### config.mk
export PLATFORM = sky130hd
export DESIGN_NAME = gemm_panel_pack_index_gen
export DESIGN_NICKNAME = d
export VERILOG_FILES = /design/src/hw/rtl/gppig_pkg.sv /design/src/hw/rtl/gemm_panel_pack_index_gen.sv
export SDC_FILE = /design/constraint.sdc
export NUM_CORES = 1
export LEC_CHECK = 0
export ABC_AREA = 1
export BUFFER_PORTS_ARGS = -buffer_cell sky130_fd_sc_hd__buf_2
export CORE_ASPECT_RATIO = 1.2
export CORE_MARGIN = 8
export CORE_UTILIZATION = 44
export DETAILED_ROUTE_END_ITERATION = 12
export HOLD_SLACK_MARGIN = 0.02
export SLEW_MARGIN = 20
export SYNTH_ARGS = -nofsm -noshare
export SYNTH_HDL_FRONTEND = slang
export SYNTH_SLANG_ARGS = --single-unit
### constraint.sdc
create_clock -name clock -period 18.9 [get_ports clock]
set_clock_uncertainty 0.15 [all_clocks]
set_input_delay 3.78 -clock clock [delete_from_list [all_inputs] [get_ports clock]]
set_output_delay 3.78 -clock clock [all_outputs]
set_load 0.005 [all_outputs]
### src/hw/rtl/gppig_pkg.sv
// Shared types and constants for the micropanel packing index generator.
package gppig_pkg;

   localparam int CSR_ADDR_W    = 3;
   localparam int CSR_DATA_W    = 16;
   localparam int ROW_COUNT_W   = 13;
   localparam int DEPTH_USED_W  = 9;
   localparam int LEAD_DIM_W    = 16;
   localparam int INDEX_W       = 32;
   localparam int ROW_CMP_W     = 17;

   typedef enum logic [CSR_ADDR_W-1:0] {
      CSR_TRANSPOSE  = 3'd0,
      CSR_OPERAND_B  = 3'd1,
      CSR_ROW_COUNT  = 3'd2,
      CSR_DEPTH_USED = 3'd3,
      CSR_LEAD_DIM   = 3'd4
   } csr_index_type;

endpackage

### src/hw/rtl/gemm_panel_pack_index_gen.sv
// Top level of the micropanel packing index generator.
//
// Each request transaction produces exactly one response transaction that
// carries the source element index of the next packed slot, one slot per
// cycle when the response side keeps up. The slot counters, one multiply
// and one add sit between the request handshake and the response register.
// A two-entry output stage lets a request be taken while a finished
// response still waits to be taken. Configuration registers must be
// written through the csr port only while no transaction is in flight;
// the block itself does not enforce this.
module gemm_panel_pack_index_gen #(
   parameter int A_PANEL_WIDTH = 8,
   parameter int B_PANEL_WIDTH = 8,
   parameter int DEPTH_BLOCK   = 256,
   parameter int MAX_ROWS      = 4096
) (
   input  logic                              clock,
   input  logic                              reset,
   input  logic                              csr_we,
   input  logic [gppig_pkg::CSR_ADDR_W-1:0]  csr_addr,
   input  logic [gppig_pkg::CSR_DATA_W-1:0]  csr_wdata,
   input  logic                              req_tvalid,
   output logic                              req_tready,
   input  logic [7:0]                        req_tdata,  // [0] restart, [7:1] zero
   output logic                              rsp_tvalid,
   input  logic                              rsp_tready,
   output logic [gppig_pkg::INDEX_W-1:0]     rsp_tdata,  // [31:0] source_index
   output logic [1:0]                        rsp_tuser,  // [0] is_pad, [1] panel_end
   output logic                              rsp_tlast
);

   localparam int MAX_W   = (A_PANEL_WIDTH > B_PANEL_WIDTH) ? A_PANEL_WIDTH : B_PANEL_WIDTH;
   localparam int LANE_W  = (MAX_W > 1) ? $clog2(MAX_W) : 1;
   localparam int DSTEP_W = (DEPTH_BLOCK > 1) ? $clog2(DEPTH_BLOCK) : 1;
   localparam int KCMP_W  = (DSTEP_W > gppig_pkg::DEPTH_USED_W) ? DSTEP_W
                                                               : gppig_pkg::DEPTH_USED_W;
   localparam int R_W     = gppig_pkg::ROW_COUNT_W + 1;
   localparam int MUL_A_W = (R_W > DSTEP_W) ? R_W : DSTEP_W;
   localparam int PROD_W  = MUL_A_W + gppig_pkg::LEAD_DIM_W;

   // Configuration registers.
   logic                                 transpose_ff;
   logic                                 operand_b_ff;
   logic [gppig_pkg::ROW_COUNT_W-1:0]    row_count_ff;
   logic [gppig_pkg::DEPTH_USED_W-1:0]   depth_used_ff;
   logic [gppig_pkg::LEAD_DIM_W-1:0]     lead_dim_ff;

   // Slot counters.
   logic [gppig_pkg::ROW_COUNT_W-1:0]    panel_base_ff, panel_base_in;
   logic [DSTEP_W-1:0]                   depth_step_ff, depth_step_in;
   logic [LANE_W-1:0]                    lane_step_ff, lane_step_in;

   // Output register and skid register.
   logic                                 out_valid_ff;
   logic [gppig_pkg::INDEX_W-1:0]        out_index_ff;
   logic                                 out_pad_ff, out_pend_ff, out_last_ff;
   logic                                 skid_valid_ff;
   logic [gppig_pkg::INDEX_W-1:0]        skid_index_ff;
   logic                                 skid_pad_ff, skid_pend_ff, skid_last_ff;

   logic                                 req_fire;
   logic                                 out_free;
   logic                                 restart;
   logic [gppig_pkg::ROW_COUNT_W-1:0]    base_cur;
   logic [DSTEP_W-1:0]                   k_cur;
   logic [LANE_W-1:0]                    lane_cur;
   logic [LANE_W:0]                      width;
   logic [R_W-1:0]                       r_cur;
   logic [R_W-1:0]                       base_next;
   logic                                 pad_k, pad_r, pad;
   logic                                 row_end, pan_end, job_end;
   logic                                 swap;
   logic [MUL_A_W-1:0]                   mul_a, add_b;
   logic [PROD_W-1:0]                    product;
   logic [gppig_pkg::INDEX_W-1:0]        index_in;

   assign req_fire   = req_tvalid && req_tready;
   assign req_tready = !skid_valid_ff;
   assign out_free   = !out_valid_ff || rsp_tready;
   assign restart    = req_tdata[0];

   assign base_cur = restart ? '0 : panel_base_ff;
   assign k_cur    = restart ? '0 : depth_step_ff;
   assign lane_cur = restart ? '0 : lane_step_ff;
   assign width    = operand_b_ff ? (LANE_W+1)'(B_PANEL_WIDTH) : (LANE_W+1)'(A_PANEL_WIDTH);

   assign r_cur     = R_W'(base_cur) + R_W'(lane_cur);
   assign base_next = R_W'(base_cur) + R_W'(width);

   assign pad_k = KCMP_W'(k_cur) >= KCMP_W'(depth_used_ff);
   assign pad_r = (gppig_pkg::ROW_CMP_W'(r_cur) >= gppig_pkg::ROW_CMP_W'(row_count_ff)) ||
                  (gppig_pkg::ROW_CMP_W'(r_cur) >= gppig_pkg::ROW_CMP_W'(MAX_ROWS));
   assign pad   = pad_k || pad_r;

   assign row_end = ((LANE_W+1)'(lane_cur) + (LANE_W+1)'(1)) >= width;
   assign pan_end = row_end &&
                    ((DSTEP_W+1)'(k_cur) + (DSTEP_W+1)'(1) >= (DSTEP_W+1)'(DEPTH_BLOCK));
   assign job_end = pan_end &&
                    ((gppig_pkg::ROW_CMP_W'(base_next) >= gppig_pkg::ROW_CMP_W'(row_count_ff)) ||
                     (gppig_pkg::ROW_CMP_W'(base_next) >= gppig_pkg::ROW_CMP_W'(MAX_ROWS)));

   assign swap     = transpose_ff ^ operand_b_ff;
   assign mul_a    = swap ? MUL_A_W'(r_cur) : MUL_A_W'(k_cur);
   assign add_b    = swap ? MUL_A_W'(k_cur) : MUL_A_W'(r_cur);
   assign product  = PROD_W'(mul_a) * PROD_W'(lead_dim_ff);
   assign index_in = pad ? '0 : (gppig_pkg::INDEX_W'(product) + gppig_pkg::INDEX_W'(add_b));

   always_comb begin
      lane_step_in  = lane_cur;
      depth_step_in = k_cur;
      panel_base_in = base_cur;
      if (!row_end) begin
         lane_step_in = lane_cur + LANE_W'(1);
      end else begin
         lane_step_in = '0;
         if (!pan_end) begin
            depth_step_in = k_cur + DSTEP_W'(1);
         end else begin
            depth_step_in = '0;
            panel_base_in = job_end ? '0 : base_next[gppig_pkg::ROW_COUNT_W-1:0];
         end
      end
   end

   always_ff @(posedge clock) begin
      if (reset) begin
         transpose_ff  <= 1'b0;
         operand_b_ff  <= 1'b0;
         row_count_ff  <= gppig_pkg::ROW_COUNT_W'(1);
         depth_used_ff <= '0;
         lead_dim_ff   <= gppig_pkg::LEAD_DIM_W'(1);
      end else if (csr_we) begin
         case (csr_addr)
            gppig_pkg::CSR_TRANSPOSE:  transpose_ff  <= csr_wdata[0];
            gppig_pkg::CSR_OPERAND_B:  operand_b_ff  <= csr_wdata[0];
            gppig_pkg::CSR_ROW_COUNT:  row_count_ff  <= csr_wdata[gppig_pkg::ROW_COUNT_W-1:0];
            gppig_pkg::CSR_DEPTH_USED: depth_used_ff <= csr_wdata[gppig_pkg::DEPTH_USED_W-1:0];
            gppig_pkg::CSR_LEAD_DIM:   lead_dim_ff   <= csr_wdata[gppig_pkg::LEAD_DIM_W-1:0];
            default: ;
         endcase
      end
   end

   always_ff @(posedge clock) begin
      if (reset) begin
         panel_base_ff <= '0;
         depth_step_ff <= '0;
         lane_step_ff  <= '0;
      end else if (req_fire) begin
         panel_base_ff <= panel_base_in;
         depth_step_ff <= depth_step_in;
         lane_step_ff  <= lane_step_in;
      end
   end

   always_ff @(posedge clock) begin
      if (reset) begin
         out_valid_ff  <= 1'b0;
         skid_valid_ff <= 1'b0;
      end else if (out_free) begin
         if (skid_valid_ff) begin
            out_valid_ff  <= 1'b1;
            skid_valid_ff <= 1'b0;
         end else begin
            out_valid_ff <= req_fire;
         end
      end else if (req_fire) begin
         skid_valid_ff <= 1'b1;
      end
   end

   always_ff @(posedge clock) begin
      if (out_free) begin
         if (skid_valid_ff) begin
            out_index_ff <= skid_index_ff;
            out_pad_ff   <= skid_pad_ff;
            out_pend_ff  <= skid_pend_ff;
            out_last_ff  <= skid_last_ff;
         end else if (req_fire) begin
            out_index_ff <= index_in;
            out_pad_ff   <= pad;
            out_pend_ff  <= pan_end;
            out_last_ff  <= job_end;
         end
      end else if (req_fire) begin
         skid_index_ff <= index_in;
         skid_pad_ff   <= pad;
         skid_pend_ff  <= pan_end;
         skid_last_ff  <= job_end;
      end
   end

   assign rsp_tvalid = out_valid_ff;
   assign rsp_tdata  = out_index_ff;
   assign rsp_tuser  = {out_pend_ff, out_pad_ff};
   assign rsp_tlast  = out_last_ff;

   a_last_ends_panel: assert property (@(posedge clock) disable iff (reset)
      rsp_tvalid && rsp_tlast |-> rsp_tuser[1])
      else $error("Job end without panel end.");

   a_pad_zero_index: assert property (@(posedge clock) disable iff (reset)
      rsp_tvalid && rsp_tuser[0] |-> rsp_tdata == '0)
      else $error("Padding slot carries a nonzero index.");

   a_skid_behind_out: assert property (@(posedge clock) disable iff (reset)
      skid_valid_ff |-> out_valid_ff)
      else $error("Skid register holds a transaction while the output is empty.");

   a_lane_in_range: assert property (@(posedge clock) disable iff (reset)
      (LANE_W+1)'(lane_step_ff) < (LANE_W+1)'(MAX_W))
      else $error("Lane counter out of range.");

   a_depth_in_range: assert property (@(posedge clock) disable iff (reset)
      (DSTEP_W+1)'(depth_step_ff) < (DSTEP_W+1)'(DEPTH_BLOCK))
      else $error("Depth counter out of range.");

endmodule

==> impl_table.tex, run 1 <==
\begin{tabular}{lr}
\hline
Metric & Value \\
\hline
\multicolumn{2}{l}{\textbf{Outcome}} \\
\quad Status & completed \\
\multicolumn{2}{l}{\textbf{Clock network}} \\
\quad Clk pin slew, worst setup/hold paths & 0.07 ns \\
\quad Clock Tree Root & sky130\_fd\_sc\_hd\_\_clkbuf\_16 \\
\quad Quantity of gates resized following cts & 0 \\
\quad Hold\_buf cts & 0 \\
\quad Clock latency on the worst-skew pair & 0.45 ns \\
\quad CTS tree & built \\
\quad Clock tree buffer depth & 2 \\
\quad Number of buffers added by the clock tree synthesis step & 17 \\
\quad Total setup buffers inserted after CTS & 0 \\
\quad Number of levels in the clock H-tree & 4 \\
\quad Clock tree sinks & 134 \\
\multicolumn{2}{l}{\textbf{Pwr}} \\
\quad Post-route total power & 0.764 mW \\
\quad Leakage & 8.39 nW \\
\quad Peak supply drop & 0.0000721 V \\
\quad Pwr Density & 45.9 nW/um\^{}2 \\
\multicolumn{2}{l}{\textbf{Layout}} \\
\quad Post-Route Utilization & 47.9\% \\
\quad ANT cells & 0 \\
\quad Fraction of final layout cells with drive strength greater than 1 & 7.33\% \\
\quad Area of the multi-input gates & 10100 sq um \\
\quad Number of fillers in the final layout & 3570 \\
\quad Count of nets after finishing & 2382 \\
\quad Area taken by flip-flops and latches & 3360 sq um \\
\quad Area growth from synthesis to layout & 8.06\% \\
\quad Top library cells by usage in the layout, fill and taps aside & 411 x sky130\_fd\_sc\_hd\_\_inv\_1, 408 x sky130\_fd\_sc\_hd\_\_nand2\_1, 235 x sky130\_fd\_sc\_hd\_\_nor2\_1, 180 x sky130\_fd\_sc\_hd\_\_fa\_1, 136 x sky130\_fd\_sc\_hd\_\_ha\_1 \\
\quad Leading cell type in the layout, fill and taps excluded & sky130\_fd\_sc\_hd\_\_inv\_1 \\
\multicolumn{2}{l}{\textbf{Critical path}} \\
\quad Critical path data arrival time & 11.88 ns \\
\quad Register-to-register setup slack & 10.61 ns \\
\quad Worst Setup Path Type & in2reg \\
\quad Worst EP required & 18.95 ns \\
\quad Slowest cell delay on critical path & 0.84 ns \\
\quad Setup crit start & req\_tdata[0] \\
\quad Reg2Reg Launch Point & panel\_base\_ff[4] \\
\quad Termination of the worst setup path & rsp\_tdata[18] \\
\quad Nature of the critical path startpoint & input port \\
\quad Destination of the worst register-to-register timing path & rsp\_tdata[18] \\
\quad CP max-delay cell & sky130\_fd\_sc\_hd\_\_nor2\_1 \\
\quad Crit end category & register \\
\quad Dominant cell type by count on the critical path & sky130\_fd\_sc\_hd\_\_inv\_1 \\
\quad Worst-case reg-to-reg path depth & 33 \\
\quad Maximum fanout encountered on the critical timing path & 19 \\
\multicolumn{2}{l}{\textbf{Synthesis}} \\
\quad Cells after synthesis & 2002 \\
\quad Yosys warning total & 0 \\
\quad Post-synth cell types & 46 \\
\quad Fraction of synthesis flops using an asynchronous set or reset pin & 0\% \\
\quad Synth Register Bits & 134 \\
\quad Sequential share of the synthesized area & 21.8\% \\
\quad Average instance area after synthesis & 7.69 sq um \\
\quad Top cell type by total area after synthesis & sky130\_fd\_sc\_hd\_\_fa\_1 \\
\quad Number of flops mapped to enable cells by yosys & 68 \\
\quad Primary FF master, synth & sky130\_fd\_sc\_hd\_\_edfxtp\_1 \\
\quad Leading cell types by total area after synthesis & sky130\_fd\_sc\_hd\_\_fa\_1 23\%, sky130\_fd\_sc\_hd\_\_edfxtp\_1 13\%, sky130\_fd\_sc\_hd\_\_ha\_1 11\% \\
\quad Portion of synthesized cell area occupied by the leading cell type & 23.4\% \\
\quad Synth Net Count & 2350 \\
\quad Area of the mapped netlist & 15400 sq um \\
\multicolumn{2}{l}{\textbf{STA}} \\
\quad Slew headroom & 27.5\% \\
\quad Final worst path period share & 62.6\% \\
\quad Count of final setup violators & 0 \\
\quad Final setup TNS & 0 ns \\
\quad Count of final hold-check violations & 0 \\
\quad Least setup slack across all paths after layout & 7.07 ns \\
\quad Post-layout minimum cycle time & 11.83 ns \\
\quad Max-slew violation count & 0 \\
\quad Setup repair after global routing missed its margin & false \\
\quad Actual transition at the worst max-transition pin & 1.08 ns \\
\quad Achievable clock frequency & 84.5 MHz \\
\multicolumn{2}{l}{\textbf{Global routing}} \\
\quad Total overflow reported by the global router & 0 \\
\quad Largest net degree at the start of global routing & 49 \\
\quad Overall track demand over capacity in global routing & 21.0\% \\
\quad Met3 layer usage reported by global route & 2.85\% \\
\quad Number of antenna violations at the first check in global routing & 0 \\
\quad Met1 Track Usage GR & 25.1\% \\
\quad Via count of the first global-routing pass & 13200 \\
\quad GR Util met2 & 37.5\% \\
\quad First-pass GRT wire length & 69500 microns \\
\quad GRT Max-Usage Layer & met2 \\
\multicolumn{2}{l}{\textbf{Floorplanning}} \\
\quad Core region area & 34700 sq um \\
\quad Die H & 221 microns \\
\quad Number of standard-cell rows in the floorplan & 75 \\
\quad Starting density of the core & 44.3\% \\
\quad Number of I/O pins & 69 \\
\quad Area of the die & 41300 sq um \\
\quad Floorplan die width & 187 microns \\
\multicolumn{2}{l}{\textbf{Drt}} \\
\quad Detailed router's first-iteration violation count & 773 \\
\quad Ratio of routed vias to standard cells & 5.05 \\
\quad Routed length per placed instance & 17.0 microns \\
\quad Post-route ant nets & 0 \\
\quad Via count & 12700 \\
\quad Post-detailed-routing wire length & 42700 microns \\
\quad Residual DRC count & 0 \\
\quad TritonRoute pass-1 iters & 5 \\
\multicolumn{2}{l}{\textbf{Placed design}} \\
\quad Count of buffers from port buffering & 60 \\
\quad Worst slack after detailed placement & 6.65 ns \\
\quad Detail Placement HPWL & 34800 microns \\
\quad Final RePlAce weighted congestion & 0.935 \\
\multicolumn{2}{l}{\textbf{Job}} \\
\quad Max-cap violations & 0 \\
\multicolumn{2}{l}{\textbf{Hold path}} \\
\quad Worst Hold Class & reg2reg \\
\hline
\end{tabular}
power breakdown:
group	switching, mW	total [mW]	leakage [nW]	internal [mW]
clock network	0.154	0.328	0.270	0.173
logic	0.0793	0.114	6.92	0.0344
registers	0.00610	0.323	1.20	0.317
total	0.240	0.764	8.39	0.524
metal layers:
layer  up-vias  wire (microns)
li1       6235               -
met3        74            1780
met5         -               0
met4         0            1670
met1      6058           17900
met2       309           21400
final cells by class:
type / instances / area share, %
Multi-Input combinational cell: 1380 / 60.8
Timing Repair Buffer: 73 / 2.39
Tap cell: 462 / 3.48
Clock buffer: 17 / 2.56
Inverter: 428 / 9.69
Clock inverter: 15 / 0.820
Sequential cell: 134 / 20.2
per-stage QoR:
stage / instance area [sq um] / cells / hold slack, ns
global placement: 16100 / 2477 / 0.280
finish: 16600 / 2509 / 0.306
CTS: 16600 / 2509 / 0.304
floorplan: 15400 / 2002 / 0.275
detailed placement: 16100 / 2477 / 0.294
global route: 16600 / 2509 / 0.325
logic make-up after synthesis:
family | synth area share (%)
AOI/OAI and AO/OA | 8.17
other | 0.0244
and+or+nand+nor | 21.8
adders and majority gates | 34.5
xor gates and xnor gates | 1.31
buffers and inverters | 12.4
DFF | 21.8
worst min path at each step:
stage	slack (ns)	start	cells past startpoint	end
after global routing	0.32	panel_base_ff[0]	2	panel_base_ff[0]
after detailed placement	0.29	panel_base_ff[0]	2	panel_base_ff[0]
after global placement	0.28	panel_base_ff[0]	2	panel_base_ff[0]
after CTS	0.30	panel_base_ff[0]	2	panel_base_ff[0]
final	0.31	panel_base_ff[0]	2	panel_base_ff[0]
after floorplan	0.27	panel_base_ff[0]	2	panel_base_ff[0]
registers in the layout, summed over array words and instances (netlist names), 3 cells and up:
signal and cells:
rsp_tdata 31, skid_index_ff 31, lead_dim_ff 16, panel_base_ff 13
row_count_ff 13, depth_used_ff 9, depth_step_ff 8, lane_step_ff 3
synth_stat cells (14+ instances only):
cell type and number:
sky130_fd_sc_hd__a21oi_1 106, sky130_fd_sc_hd__buf_2 14, sky130_fd_sc_hd__clkbuf_1 29, sky130_fd_sc_hd__dfxtp_1 66, sky130_fd_sc_hd__edfxtp_1 68, sky130_fd_sc_hd__fa_1 180
sky130_fd_sc_hd__ha_1 136, sky130_fd_sc_hd__inv_1 411, sky130_fd_sc_hd__nand2_1 408, sky130_fd_sc_hd__nand3_1 91, sky130_fd_sc_hd__nand4_1 16, sky130_fd_sc_hd__nor2_1 237
sky130_fd_sc_hd__nor3_1 16, sky130_fd_sc_hd__o21ai_0 92, sky130_fd_sc_hd__xor2_1 16
critical path: cells and delay by family:
family	cells	cell delay, ns
buffers and inverters	10	1.36
adders and majority gates	9	3.58
and+or+nand+nor	15	2.59
AOI/OAI and AO/OA	2	0.55
Power figures use the tool's default switching activity.
==> run 2: changes to the inputs <==
--- a/config.mk
+++ b/config.mk
@@ -5,7 +5,7 @@
 export SDC_FILE = /design/constraint.sdc
 export NUM_CORES = 1
 export LEC_CHECK = 0
-export ABC_AREA = 1
+export ABC_AREA = 0
 export BUFFER_PORTS_ARGS = -buffer_cell sky130_fd_sc_hd__buf_2
 export CORE_ASPECT_RATIO = 1.2
 export CORE_MARGIN = 8
==> constraint.sdc (replaced) <==
create_clock -name clock -period 10.2 [get_ports clock]
set_clock_uncertainty 0.15 [all_clocks]
set_input_delay 2.04 -clock clock [delete_from_list [all_inputs] [get_ports clock]]
set_output_delay 2.04 -clock clock [all_outputs]
set_load 0.005 [all_outputs]
==> run 2 against run 1 <==
Net effect: synthesized area shrank 3.8%; die area down 3.5%; count of clock-buffer cells in the layout is 3 higher; synthesized cell count shrank 17%; critical endpoint is now rsp_tdata[23]; largest cell class unchanged; highest routed layer unchanged.
==> impl_table.tex, run 2 <==
\begin{tabular}{lr}
\hline
Metric & Value \\
\hline
\multicolumn{2}{l}{\textbf{Drt}} \\
\quad Post-detailed-routing wire length & 34800 microns \\
\quad Detailed router's first-iteration violation count & 634 \\
\quad Routed length per placed instance & 15.8 microns \\
\quad Post-route ant nets & 0 \\
\quad Residual DRC count & 0 \\
\quad Ratio of routed vias to standard cells & 5.12 \\
\quad TritonRoute pass-1 iters & 5 \\
\quad Via count & 11300 \\
\multicolumn{2}{l}{\textbf{Floorplanning}} \\
\quad Core region area & 33200 sq um \\
\quad Number of I/O pins & 69 \\
\quad Number of standard-cell rows in the floorplan & 73 \\
\quad Area of the die & 39800 sq um \\
\quad Floorplan die width & 183 microns \\
\quad Starting density of the core & 44.7\% \\
\quad Die H & 217 microns \\
\multicolumn{2}{l}{\textbf{Synthesis}} \\
\quad Post-synthesis share of cell area spent on xor and xnor gates & 2.66\% \\
\quad Synth Net Count & 2012 \\
\quad Fraction of synthesis flops using an asynchronous set or reset pin & 0\% \\
\quad Area of the mapped netlist & 14800 sq um \\
\quad Count leader, synth & sky130\_fd\_sc\_hd\_\_nand2\_1 \\
\quad Average instance area after synthesis & 8.90 sq um \\
\quad Sequential share of the synthesized area & 22.7\% \\
\quad Combinational family with the most area after synthesis & adder cells \\
\quad Multiplexer share of the synthesized area & 0.853\% \\
\quad Number of flops mapped to enable cells by yosys & 68 \\
\quad Primary FF master, synth & sky130\_fd\_sc\_hd\_\_edfxtp\_1 \\
\quad Adder-cell share of the synthesized area & 36.0\% \\
\quad Post-synthesis simple-gate area fraction & 18.8\% \\
\quad Compound-gate portion of the synthesized area & 10.2\% \\
\quad Post-synth cell types & 69 \\
\quad Yosys warning total & 0 \\
\quad List of most frequent post-synthesis cells & 263 x sky130\_fd\_sc\_hd\_\_nand2\_1, 261 x sky130\_fd\_sc\_hd\_\_inv\_1, 180 x sky130\_fd\_sc\_hd\_\_fa\_1 \\
\quad Portion of synthesized cell area occupied by the leading cell type & 24.3\% \\
\quad Synth Register Bits & 134 \\
\quad Leading cell types by total area after synthesis & sky130\_fd\_sc\_hd\_\_fa\_1 24\%, sky130\_fd\_sc\_hd\_\_edfxtp\_1 14\%, sky130\_fd\_sc\_hd\_\_ha\_1 11\% \\
\quad Top cell type by total area after synthesis & sky130\_fd\_sc\_hd\_\_fa\_1 \\
\quad Cells after synthesis & 1664 \\
\multicolumn{2}{l}{\textbf{Pwr}} \\
\quad Part of the total power dissipated in sequential elements & 45.4\% \\
\quad Cell internal power dissipation & 0.976 mW \\
\quad Comb power frac & 7.6\% \\
\quad Switching power share of the total & 25.3\% \\
\quad P\_sw & 0.331 mW \\
\quad Leakage & 7.88 nW \\
\quad Post-route total power & 1.31 mW \\
\quad Peak supply drop & 0.0000931 V \\
\quad Pwr Density & 78.8 nW/um\^{}2 \\
\quad Proportion of power drawn by the clock network & 47.0\% \\
\multicolumn{2}{l}{\textbf{Layout}} \\
\quad Number of non-filler instances in the completed layout & 2206 \\
\quad Area growth from synthesis to layout & 12.1\% \\
\quad Top library cells by usage in the layout, fill and taps aside & 262 x sky130\_fd\_sc\_hd\_\_nand2\_1, 261 x sky130\_fd\_sc\_hd\_\_inv\_1, 180 x sky130\_fd\_sc\_hd\_\_fa\_1, 136 x sky130\_fd\_sc\_hd\_\_ha\_1, 92 x sky130\_fd\_sc\_hd\_\_and2\_1 \\
\quad Leading cell type in the layout, fill and taps excluded & sky130\_fd\_sc\_hd\_\_nand2\_1 \\
\quad ANT cells & 0 \\
\quad Count of nets after finishing & 2091 \\
\quad Fraction of final layout cells with drive strength greater than 1 & 11.6\% \\
\quad Post-Route Utilization & 50.1\% \\
\multicolumn{2}{l}{\textbf{Clock network}} \\
\quad Hold\_buf cts & 0 \\
\quad Clock tree buffer depth & 2 \\
\quad Clock tree sinks & 134 \\
\quad Number of levels in the clock H-tree & 4 \\
\quad Clk pin slew, worst setup/hold paths & 0.06 ns \\
\quad Clock latency on the worst-skew pair & 0.43 ns \\
\quad CTS tree & built \\
\quad Clock Tree Root & sky130\_fd\_sc\_hd\_\_clkbuf\_16 \\
\quad Total setup buffers inserted after CTS & 0 \\
\quad Number of buffers added by the clock tree synthesis step & 17 \\
\multicolumn{2}{l}{\textbf{STA}} \\
\quad Max-slew violation count & 0 \\
\quad Achievable clock frequency & 103 MHz \\
\quad Slew headroom & 37.6\% \\
\quad Worst Hold Slack & 0.296 ns \\
\quad Count of final hold-check violations & 0 \\
\quad Count of final setup violators & 0 \\
\quad Actual transition at the worst max-transition pin & 0.933 ns \\
\quad Post-layout minimum cycle time & 9.72 ns \\
\quad Final worst path period share & 95.3\% \\
\quad Setup repair after global routing missed its margin & false \\
\multicolumn{2}{l}{\textbf{Critical path}} \\
\quad Worst EP required & 10.29 ns \\
\quad Slowest cell delay on critical path & 0.54 ns \\
\quad Worst-case reg-to-reg path depth & 34 \\
\quad Destination of the worst register-to-register timing path & rsp\_tdata[23] \\
\quad Maximum fanout encountered on the critical timing path & 8 \\
\quad Crit end category & register \\
\quad CP max-delay cell & sky130\_fd\_sc\_hd\_\_fa\_1 \\
\quad Register-to-register setup slack & 1.79 ns \\
\quad Nature of the critical path startpoint & input port \\
\quad Worst Setup Path Type & in2reg \\
\quad Setup crit start & req\_tdata[0] \\
\quad Reg2Reg Launch Point & lane\_step\_ff[1] \\
\quad Critical path data arrival time & 9.81 ns \\
\quad Termination of the worst setup path & rsp\_tdata[23] \\
\multicolumn{2}{l}{\textbf{Placed design}} \\
\quad Detail Placement HPWL & 28200 microns \\
\quad Number of placed instances with taps included & 2174 \\
\quad Final RePlAce weighted congestion & 0.854 \\
\quad Count of buffers from port buffering & 60 \\
\multicolumn{2}{l}{\textbf{Global routing}} \\
\quad Overall track demand over capacity in global routing & 18.0\% \\
\quad First-pass GRT wire length & 58200 microns \\
\quad Via count of the first global-routing pass & 11700 \\
\quad Largest net degree at the start of global routing & 65 \\
\quad Number of antenna violations at the first check in global routing & 1 \\
\quad Total overflow reported by the global router & 0 \\
\multicolumn{2}{l}{\textbf{Hold path}} \\
\quad Worst Hold Class & reg2reg \\
\multicolumn{2}{l}{\textbf{Outcome}} \\
\quad Status & completed \\
\multicolumn{2}{l}{\textbf{Job}} \\
\quad Max-cap violations & 0 \\
\hline
\end{tabular}
-- run 2: changes by cell type after synthesis, sizes merged, moves of 34 or more --
cell / change
nor2: -158
nand2: -157
and2: +91
nor2b: +39
o21ai: -59
inv: -157
clkbuf: +34
nand3: -74
-- run 2: kinds of logic (layout without fill, tap and decap cells) --
group / Yosys count / in the layout
compound gates: 232 / 232
xor+xnor: 45 / 45
fa+ha+maj: 318 / 318
buf+inv: 338 / 430
flops: 134 / 134
mux: 12 / 12
other cells: 1 / 1
simple gates: 584 / 584
-- run 2: power by group through the flow --
stage	clock network (mW)	logic, mW	registers [mW]
4_1_cts	0.630	0.100	0.594
2_1_floorplan	0	0.0659	0.600
6_report	0.615	0.0987	0.594
5_1_grt	0.655	0.110	0.596
3_3_place_gp	0	0.0983	0.605
3_5_place_dp	0	0.0997	0.606
-- run 2: metal layers --
| layer | GRT usage [%] | wire length, microns | up-vias |
|---|---|---|---|
| met3 | 2.77 | 1150 | 45 |
| met2 | 31.8 | 17600 | 184 |
| li1 | - | - | 5481 |
| met1 | 22.3 | 15300 | 5589 |
| met4 | 5.29 | 708 | 0 |
| met5 | 0 | 0 | - |
-- run 2: how the worst min path moves through the flow --
stage,slack [ns],from,cells past startpoint,to
2_1_floorplan,0.27,panel_base_ff[0],2,panel_base_ff[0]
3_3_place_gp,0.28,panel_base_ff[0],2,panel_base_ff[0]
3_5_place_dp,0.28,panel_base_ff[0],2,panel_base_ff[0]
4_1_cts,0.30,panel_base_ff[0],2,panel_base_ff[0]
5_1_grt,0.32,panel_base_ff[0],2,panel_base_ff[0]
6_report,0.30,panel_base_ff[0],2,panel_base_ff[0]
-- run 2: final cells by class --
| class | count | area (sq um) |
|---|---|---|
| multi-input combinational | 1192 | 10200 |
| sequential | 134 | 3360 |
| timing repair buffer | 136 | 921 |
| fill | 3197 | 16600 |
| clock buffer | 20 | 469 |
| tap | 450 | 563 |
| clock inverter | 12 | 115 |
| inverter | 262 | 983 |
-- run 2: stage by stage --
step                setup TNS (ns)  setup slack, ns  area, sq um
finish                           0            0.477        16600
global route                     0           0.0451        16600
CTS                              0            0.264        16600
detailed placement          -0.524           -0.172        16000
global placement            -0.182           -0.129        16000
floorplan                        0          0.00580        14800
-- run 2: critical path, delay by kind of cell --
kind	cells	cell delay, ns
buffers and inverters	8	0.58
AOI/OAI and AO/OA	8	1.87
and+or+nand+nor	7	0.81
adders and majority gates	10	4.17
xor gates and xnor gates	2	0.37
-- run 2: what timing repair did --
action | in CTS | in global routing
endpoints found under the setup margin | 0 | 6
gates resized for setup | 0 | 4
hold endpoints to repair | 0 | 0
